===== src/assert_macros.svh =====
// Assertion helpers
`ifndef ASSERT_MACROS_SVH
`define ASSERT_MACROS_SVH

`define BPA_ASSERT(lbl, prop, msg) \
  lbl: assert property (@(posedge clk_i) disable iff (!rst_ni) prop) else $error(msg);

`define BPA_ASSERT_NEXT(lbl, pre, post, msg) \
  lbl: assert property (@(posedge clk_i) disable iff (!rst_ni) (pre) |=> (post)) \
    else $error(msg);

`endif


===== src/bpa_pkg.sv =====
`timescale 1ns / 1ps
package bpa_pkg;

  localparam int unsigned MaxPages = 4096;

  typedef enum logic [2:0] {
    ST_OK       = 3'd0,
    ST_NO_SPACE = 3'd1,
    ST_UNALIGN  = 3'd2,
    ST_ZERO     = 3'd3,
    ST_BELOW    = 3'd4,
    ST_BEYOND   = 3'd5
  } status_e;

  typedef enum logic {
    OP_ALLOC = 1'b0,
    OP_FREE  = 1'b1
  } op_e;

  localparam int unsigned CfgIdxBase  = 0;
  localparam int unsigned CfgIdxCount = 1;

  typedef struct packed {
    logic [0:0]  op;
    logic [12:0] n_pages;
    logic [47:0] free_address;
  } req_t;

  typedef struct packed {
    logic [2:0]  status;
    logic [47:0] address;
    logic [11:0] page_index;
    logic [12:0] allocated_count;
  } rsp_t;

  typedef enum logic [3:0] {
    S_CLEAR,
    S_IDLE,
    S_SRD,
    S_SCAN,
    S_MRD,
    S_MARK,
    S_HRD,
    S_HSCAN,
    S_ADDR,
    S_FCHK,
    S_FRD,
    S_FREE,
    S_DONE
  } state_e;

endpackage


===== src/bitmap_page_allocator.sv =====
// Channel | Dir | Handshake               | Payload
// req     | in  | req_valid_i/req_ready_o | req_i (op, n_pages, free_address)
// rsp     | out | rsp_valid_o/rsp_ready_i | rsp_o (status, address, page_index, count)
// cfg     | in  | cfg_we_i                | cfg_idx_i, cfg_data_i
// One item at a time; each page visited takes a memory read, then a test or a write.
// Allocate: scan from the hint for the first free run of n_pages, mark each page of
// that run, and if the run began at the hint, search on from its end for a new hint.
// Free: check the request, then clear each page of the range; rejected items end early.
// After reset a clearing pass zeroes every bitmap word before items are taken.
// The result register holds while rsp_ready_i is low; next item waits for it.
`timescale 1ns / 1ps
`include "assert_macros.svh"
module bitmap_page_allocator import bpa_pkg::*; #(
  parameter int unsigned PAGE_BYTES = 4096,
  parameter int unsigned WORD_BITS  = 64
) (
  input  logic        clk_i,
  input  logic        rst_ni,
  input  logic        req_valid_i,
  output logic        req_ready_o,
  input  req_t        req_i,
  output logic        rsp_valid_o,
  input  logic        rsp_ready_i,
  output rsp_t        rsp_o,
  input  logic        cfg_we_i,
  input  logic [0:0]  cfg_idx_i,
  input  logic [47:0] cfg_data_i
);

  localparam int unsigned NWORDS = (MaxPages + WORD_BITS - 1) / WORD_BITS;
  localparam int unsigned AW     = (NWORDS > 1) ? $clog2(NWORDS) : 1;
  localparam int unsigned BW     = (WORD_BITS > 1) ? $clog2(WORD_BITS) : 1;
  localparam int unsigned PW     = $clog2(PAGE_BYTES);
  localparam int unsigned IW     = $clog2(NWORDS * WORD_BITS) + 1;

  logic [WORD_BITS-1:0] mem [NWORDS];
  logic [WORD_BITS-1:0] rd_q;
  logic                 we;
  logic [AW-1:0]        wa, ra;
  logic [WORD_BITS-1:0] wd;

  always_ff @(posedge clk_i) begin
    if (we) mem[wa] <= wd;
    rd_q <= mem[ra];
  end

  logic [47:0] base_q;
  logic [12:0] npg_q;
  always_ff @(posedge clk_i or negedge rst_ni) begin
    if (!rst_ni) begin
      base_q <= '0;
      npg_q  <= 13'd4096;
    end else if (cfg_we_i) begin
      if (cfg_idx_i == 1'(CfgIdxBase)) base_q <= cfg_data_i;
      else npg_q <= cfg_data_i[12:0];
    end
  end

  logic [IW-1:0] eff;
  assign eff = ({3'b0, npg_q} > 16'(MaxPages)) ? IW'(MaxPages) : IW'(npg_q);

  state_e st_q, st_d;
  logic [IW-1:0] ptr_q, ptr_d, first_q, first_d, run_q, run_d, end_q, end_d;
  logic [12:0] hint_q, hint_d, used_q, used_d, cnt_q, cnt_d;
  logic        op_q, op_d;
  logic [47:0] fa_q, fa_d;
  rsp_t        rsp_q, rsp_d;
  logic        rv_q, rv_d;
  logic [AW-1:0] clr_q, clr_d;
  logic [47:0] diff;
  logic [47:0] sp;
  logic        bit_used;
  logic [13:0] used_sum;

  assign diff     = fa_q - base_q;
  assign sp       = diff >> PW;
  assign bit_used = rd_q[ptr_q[BW-1:0]];
  assign used_sum = {1'b0, used_q} + {1'b0, cnt_q};

  always_comb begin
    st_d = st_q; ptr_d = ptr_q; first_d = first_q; run_d = run_q; end_d = end_q;
    hint_d = hint_q; used_d = used_q; cnt_d = cnt_q; op_d = op_q; fa_d = fa_q;
    rsp_d = rsp_q; rv_d = rv_q; clr_d = clr_q;
    we = 1'b0; wa = ptr_q[BW +: AW]; wd = rd_q; ra = ptr_q[BW +: AW];
    req_ready_o = 1'b0;
    if (rv_q && rsp_ready_i) rv_d = 1'b0;
    unique case (st_q)
      S_CLEAR: begin
        we = 1'b1; wa = clr_q; wd = '0;
        clr_d = clr_q + AW'(1);
        if (clr_q == AW'(NWORDS - 1)) st_d = S_IDLE;
      end
      S_IDLE: begin
        req_ready_o = !rv_q;
        if (req_valid_i && !rv_q) begin
          op_d = req_i.op; cnt_d = req_i.n_pages; fa_d = req_i.free_address;
          rsp_d = '0;
          if (req_i.op == OP_ALLOC) begin
            if (req_i.n_pages == '0) begin
              rsp_d.status = ST_ZERO; st_d = S_DONE;
            end else begin
              ptr_d = IW'(hint_q); run_d = '0; st_d = S_SRD;
            end
          end else st_d = S_FCHK;
        end
      end
      S_SRD: begin
        if (ptr_q >= eff) begin
          rsp_d.status = ST_NO_SPACE; st_d = S_DONE;
        end else st_d = S_SCAN;
      end
      S_SCAN: begin
        if (bit_used) run_d = '0;
        else begin
          if (run_q == '0) first_d = ptr_q;
          run_d = run_q + IW'(1);
        end
        ptr_d = ptr_q + IW'(1);
        if (!bit_used && (run_q + IW'(1)) == IW'(cnt_q)) begin
          ptr_d = (run_q == '0) ? ptr_q : first_q;
          end_d = ptr_q + IW'(1);
          st_d = S_MRD;
        end else st_d = S_SRD;
      end
      S_MRD: st_d = S_MARK;
      S_MARK: begin
        we = 1'b1; wd = rd_q; wd[ptr_q[BW-1:0]] = 1'b1;
        ptr_d = ptr_q + IW'(1);
        if (ptr_d == end_q) begin
          used_d = used_sum[13] ? 13'h1FFF : used_sum[12:0];
          if (IW'(hint_q) >= first_q) begin
            ptr_d = end_q; st_d = S_HRD;
          end else st_d = S_ADDR;
        end else st_d = S_MRD;
      end
      S_HRD: begin
        if (ptr_q >= eff) begin
          hint_d = 13'(eff); st_d = S_ADDR;
        end else st_d = S_HSCAN;
      end
      S_HSCAN: begin
        if (!bit_used) begin
          hint_d = 13'(ptr_q); st_d = S_ADDR;
        end else begin
          ptr_d = ptr_q + IW'(1); st_d = S_HRD;
        end
      end
      S_ADDR: begin
        rsp_d.status = ST_OK;
        rsp_d.page_index = 12'(first_q);
        rsp_d.address = base_q + (48'(first_q) << PW);
        st_d = S_DONE;
      end
      S_FCHK: begin
        if (fa_q[PW-1:0] != '0) begin
          rsp_d.status = ST_UNALIGN; st_d = S_DONE;
        end else if (cnt_q == '0) begin
          rsp_d.status = ST_ZERO; st_d = S_DONE;
        end else if (fa_q < base_q) begin
          rsp_d.status = ST_BELOW; st_d = S_DONE;
        end else if ((sp + 48'(cnt_q)) > 48'(eff)) begin
          rsp_d.status = ST_BEYOND; st_d = S_DONE;
        end else begin
          ptr_d = IW'(sp); first_d = IW'(sp); end_d = IW'(sp) + IW'(cnt_q);
          st_d = S_FRD;
        end
      end
      S_FRD: st_d = S_FREE;
      S_FREE: begin
        we = 1'b1; wd = rd_q; wd[ptr_q[BW-1:0]] = 1'b0;
        ptr_d = ptr_q + IW'(1);
        if (ptr_d == end_q) begin
          if (IW'(hint_q) > first_q) hint_d = 13'(first_q);
          used_d = (used_q > cnt_q) ? used_q - cnt_q : '0;
          rsp_d.status = ST_OK;
          rsp_d.page_index = 12'(first_q);
          st_d = S_DONE;
        end else st_d = S_FRD;
      end
      S_DONE: begin
        rsp_d.allocated_count = used_q;
        rv_d = 1'b1;
        st_d = S_IDLE;
      end
      default: st_d = S_IDLE;
    endcase
  end

  always_ff @(posedge clk_i or negedge rst_ni) begin
    if (!rst_ni) begin
      st_q <= S_CLEAR; hint_q <= '0; used_q <= '0; rv_q <= 1'b0; clr_q <= '0;
      ptr_q <= '0; run_q <= '0;
    end else begin
      st_q <= st_d; hint_q <= hint_d; used_q <= used_d; rv_q <= rv_d; clr_q <= clr_d;
      ptr_q <= ptr_d; run_q <= run_d;
    end
  end

  always_ff @(posedge clk_i) begin
    first_q <= first_d; end_q <= end_d; cnt_q <= cnt_d; op_q <= op_d;
    fa_q <= fa_d; rsp_q <= rsp_d;
  end

  assign rsp_valid_o = rv_q;
  assign rsp_o       = rsp_q;

  `BPA_ASSERT(a_ready_idle, req_ready_o |-> (st_q == S_IDLE && !rv_q), "ready outside idle")
  `BPA_ASSERT_NEXT(a_done_valid, st_q == S_DONE, rv_q, "result lost")
  `BPA_ASSERT(a_ok_addr_zero_free,
    (rv_q && op_q == OP_FREE) |-> (rsp_q.address == '0), "free with address")
  `BPA_ASSERT_NEXT(a_hold, rv_q && !rsp_ready_i, rv_q && $stable(rsp_q), "result dropped")

endmodule

===== config.mk =====
export PLATFORM = sky130hd
export DESIGN_NAME = bitmap_page_allocator
export DESIGN_NICKNAME = d
export VERILOG_FILES = /design/src/bpa_pkg.sv /design/src/bitmap_page_allocator.sv
export VERILOG_INCLUDE_DIRS = /design/src /design/src/src
export SDC_FILE = /design/constraint.sdc
export NUM_CORES = 2
export LEC_CHECK = 0
export BUFFER_PORTS_ARGS = -buffer_cell sky130_fd_sc_hd__buf_2
export CORE_MARGIN = 1
export CORE_UTILIZATION = 45
export DETAILED_ROUTE_END_ITERATION = 12
export MAX_ROUTING_LAYER = met4
export PLACE_DENSITY = 0.69
export SYNTH_ARGS = -nofsm -noshare
export SYNTH_HDL_FRONTEND = slang
export SYNTH_SLANG_ARGS = --single-unit

===== constraint.sdc =====
create_clock -name clk_i -period 6.35 [get_ports clk_i]
set_input_delay 0.3175 -clock clk_i [delete_from_list [all_inputs] [get_ports clk_i]]
set_output_delay 0.3175 -clock clk_i [all_outputs]
set_load 0.005 [all_outputs]

==> reports/results.ini <==
[worst_setup_path]
r2r_cells=29
max_stage_delay_ps=410
path_buf_inv=6
cp_num_cells=29
criticalPathCategory=flip-flop to flip-flop
r2r_slack_ps=-380
start_kind=flip-flop
crit_path_frequent_cell=buf_4
required_ps=7060
startpoint=fa_q[4]$_DFFE_PP_
r2r_end=first_q[6]$_DFFE_PP_
cp_top_family=compound AO/OA/AOI/OAI gates
r2r-start=fa_q[4]$_DFFE_PP_
crit_slowest_cell=edfxtp_1
crit_fanout=7
critPathArrivalTime_ps=7440
worstSetupEndpoint=first_q[6]$_DFFE_PP_
end_kind=flip-flop

[synth]
synth_ff_type=edfxtp_1
syn_inst=8315
ys_async_sr_fraction_pct=2.79
yosys_register_bits=4447
yosysWarnings=0
syn-num-nets=8581
synth_area_um2=177000
synth-edff-count=4259
ys_seq_area_share_pct=74.6
avgSynthCellArea_um2=21.3
yosys.cell_types.count=105

[floorplan]
die_height_um=630
initial_utilization_pct=45.2
die_x_um=630
num_io_pins=194
die_area_um2=397000
core.rowCount=230
core-area_um2=393000

[drt]
drc=0
postRouteWirelength_mm=507
drt-pass1-iter-count=7
drt_iter0_drc=14445
vias=92829
ant_nets=0
wl_per_cell_um=34.4
vias_per_cell=6.31

[clocking]
cts.clk_slew.worst_paths_ps=70
cts_tree=done
cts_sinks=4447
root_buffer=clkbuf_16
cts_max_level=5
cts_buffers=431
cts_buffer_depth=4
insertion_delay_ps=1020

[final_layout]
drive_gt1_share_pct=31.1
nFillCells=29712
final_nets=9388
syn2layout_area_growth_pct=15.7
final_core_util_pct=52.3

[sta]
finalClockSkew_ps=63.2
holdWs_ps=42.6
min_period_over_period_pct=106
fmax_mhz=149
drv_slew=0
fin_setup_tns_ps=-13520
final-hold-violation-count=0
slew_headroom_pct=4.16
worstMarginPinSlew_ps=1430
finalCriticalPeriod_ps=6730
setup_viol=44
setup_slack_ps=-381
rsz0062_at_grt=yes

[global_route]
grt_use_met1_pct=35.2
grt_max_degree=153
grt_pass1_wl_mm=712
grt_overflow_total=0
met2_usage_pct=40.6
grt_busiest_layer=met2
grt_antenna_before_repair=14
met3_usage_pct=4.52
grt_pass1_vias=92877
grt_usage_pct=26.1

[place]
dp_hpwl_mm=280
gp_congestion=0.944
io_buffers=193

[pwr]
max-vdd-ir-drop_v=0.000336
powerDensity_nw_per_um2=444
p_leak_nw=64.6
power_mw=91.2

[min_path]
holdCritPathClass=primary input to flip-flop

[run_status]
status=complete, but fails checks
violations=negative setup slack

[flow_run]
cap_viol_max_count=0

## report_power, final
part | switching, mW | internal (mW)
clock network | 11.3 | 14.6
registers | 1.19 | 39.7
logic | 15.5 | 8.92
total | 28.0 | 63.2
## layout make-up
cell class                      count  area, um^2  share of cell area (%)
Multi-Input combinational cell   3295       44800                    21.8
Inverter                          136         510                   0.249
Timing Repair Buffer              811        6910                    3.36
Clock buffer                      544       11500                    5.61
Clock inverter                    260        2730                    1.33
Antenna cell                        9        22.5                  0.0110
Sequential cell                  4447      132000                    64.4
Tap cell                         5220        6530                    3.18
## cells in the final DEF, fill, tap and decap left out, drive strengths merged, types with 17 or more instances in the layout
cell	synthesis	final
edfxtp	4259	4259
bufinv	0	41
a21oi	245	245
nor2	246	246
a21o	29	29
nand2	230	230
ha	146	146
o21a	21	21
xnor2	88	88
nand4	52	52
nand3	59	59
dfrtp	123	123
dfxtp	64	64
mux2	21	21
xor2	42	42
nor2b	29	29
clkbuf	333	544
inv	135	158
nand2b	24	24
mux2i	38	38
and3	45	45
nor3	50	50
buf	103	671
or3	17	17
o31ai	20	20
clkinv	1	182
o21bai	20	20
o21ai	233	233
a211oi	68	68
nor4	30	30
mux4	1350	1350
dlygate4sd3	0	140
## logic make-up (layout without fill, tap and decap cells)
| group | count (synthesis) | after routing | synth area share (%) |
|---|---|---|---|
| xor gates and xnor gates | 130 | 130 | 0.646 |
| and+or+nand+nor | 845 | 845 | 2.31 |
| AOI/OAI and AO/OA | 761 | 761 | 2.67 |
| other | 0 | 9 | 0 |
| buffers and inverters | 573 | 1751 | 1.26 |
| adders and majority gates | 150 | 150 | 1.07 |
| muxes | 1409 | 1409 | 17.5 |
| DFF | 4447 | 4447 | 74.6 |
## metal layers
| metal | part of all wire [%] | vias to the layer above |
|---|---|---|
| met3 | 11 | 1020 |
| li1 | - | 36539 |
| met1 | 38 | 49562 |
| met4 | 3.9 | 0 |
| met5 | 0 | - |
| met2 | 48 | 5708 |
## flip-flops by register name (all words and copies together) (netlist names)
name	count
rd_q	64
ptr_q	13
cnt_q	13
npg_q	13
first_q	13
end_q	13
fa_q	48
used_q	13
run_q	13
clr_q	6
st_q	4
rsp_valid_o	1
rsp_o	76
mem	4096
base_q	48
hint_q	13
## stage by stage
stage | area (um^2) | worst slack (ps) | std cells
final | 205000 | -381 | 14722
after global placement | 189000 | -1100 | 13748
after CTS | 205000 | -310 | 14708
after floorplan | 177000 | 8.07 | 8315
after global routing | 205000 | -741 | 14720
after detailed placement | 189000 | -911 | 13748
## worst register-to-register path, delay by kind of cell (launching register included)
kind / cells / cell delay (ps)
flip-flops: 1 / 410
buffers and inverters: 6 / 1040
XOR/XNOR: 2 / 400
AND/OR/NAND/NOR: 7 / 1380
adder cells (fa/ha/maj): 3 / 1080
AO/OA/AOI/OAI: 11 / 2140
## worst min path at each step
| stage | cells after the start | to | from | slack [ps] |
|---|---|---|---|---|
| after floorplan | 0 | base_q[0]$_DFFE_PN0P_ | rst_ni | 20 |
| after global placement | 1 | base_q[31]$_DFFE_PN0P_ | rst_ni | 220 |
| after detailed placement | 1 | base_q[31]$_DFFE_PN0P_ | rst_ni | 210 |
| after CTS | 2 | cnt_q[2]$_DFFE_PP_ | req_i[50] | 0.2 |
| after global routing | 2 | fa_q[31]$_DFFE_PP_ | req_i[31] | 40 |
| final | 2 | fa_q[47]$_DFFE_PP_ | req_i[47] | 40 |
## synth_stat cells (5+ instances only)
library cell  number  area, um^2
a21boi_0           6        45.0
a311oi_1           6        52.6
nor2_1           244         916
o211a_1            5        50.1
o21a_1            20         150
inv_1            135         507
mux2i_1           38         380
nor3_1            49         245
nand2b_1          24         150
a211oi_1          68         510
mux4_2          1350       30400
o221ai_1           5        43.8
buf_1             95         357
o211ai_1          12        90.1
nand4_1           51         319
a31o_2             6        52.6
a222oi_1          10         100
a21o_1            28         210
o21bai_1          20         150
ha_1             146        1830
clkbuf_1         330        1240
a21oi_1          245        1230
xnor2_1           87         762
buf_4              5        37.5
nand2_1          229         860
xor2_1            42         368
nor4_1            28         175
nand3_1           59         295
dfxtp_1           64        1280
a31oi_1            8        50.1
or2_2             12        75.1
mux2_2            20         225
o21ai_0          229        1150
nor3b_1            9        67.6
edfxtp_1        4259      128000
nand3b_1          10        75.1
o31ai_1           19         143
or3_1             14        87.6
and2_1            12        75.1
a221oi_1          14         123
dfrtp_1          123        3080
and3_1            44         275
nor2b_1           29         181
## what timing repair did
item	in CTS	in global routing
resized for setup	71	46
endpoints found under the hold margin	254	0
setup endpoints to repair	44	44
pin swaps	48	37
hold buffers	140	0
gates cloned	2	1
buffers inserted	14	7
Note: power is estimated with default switching activity, not from simulation.
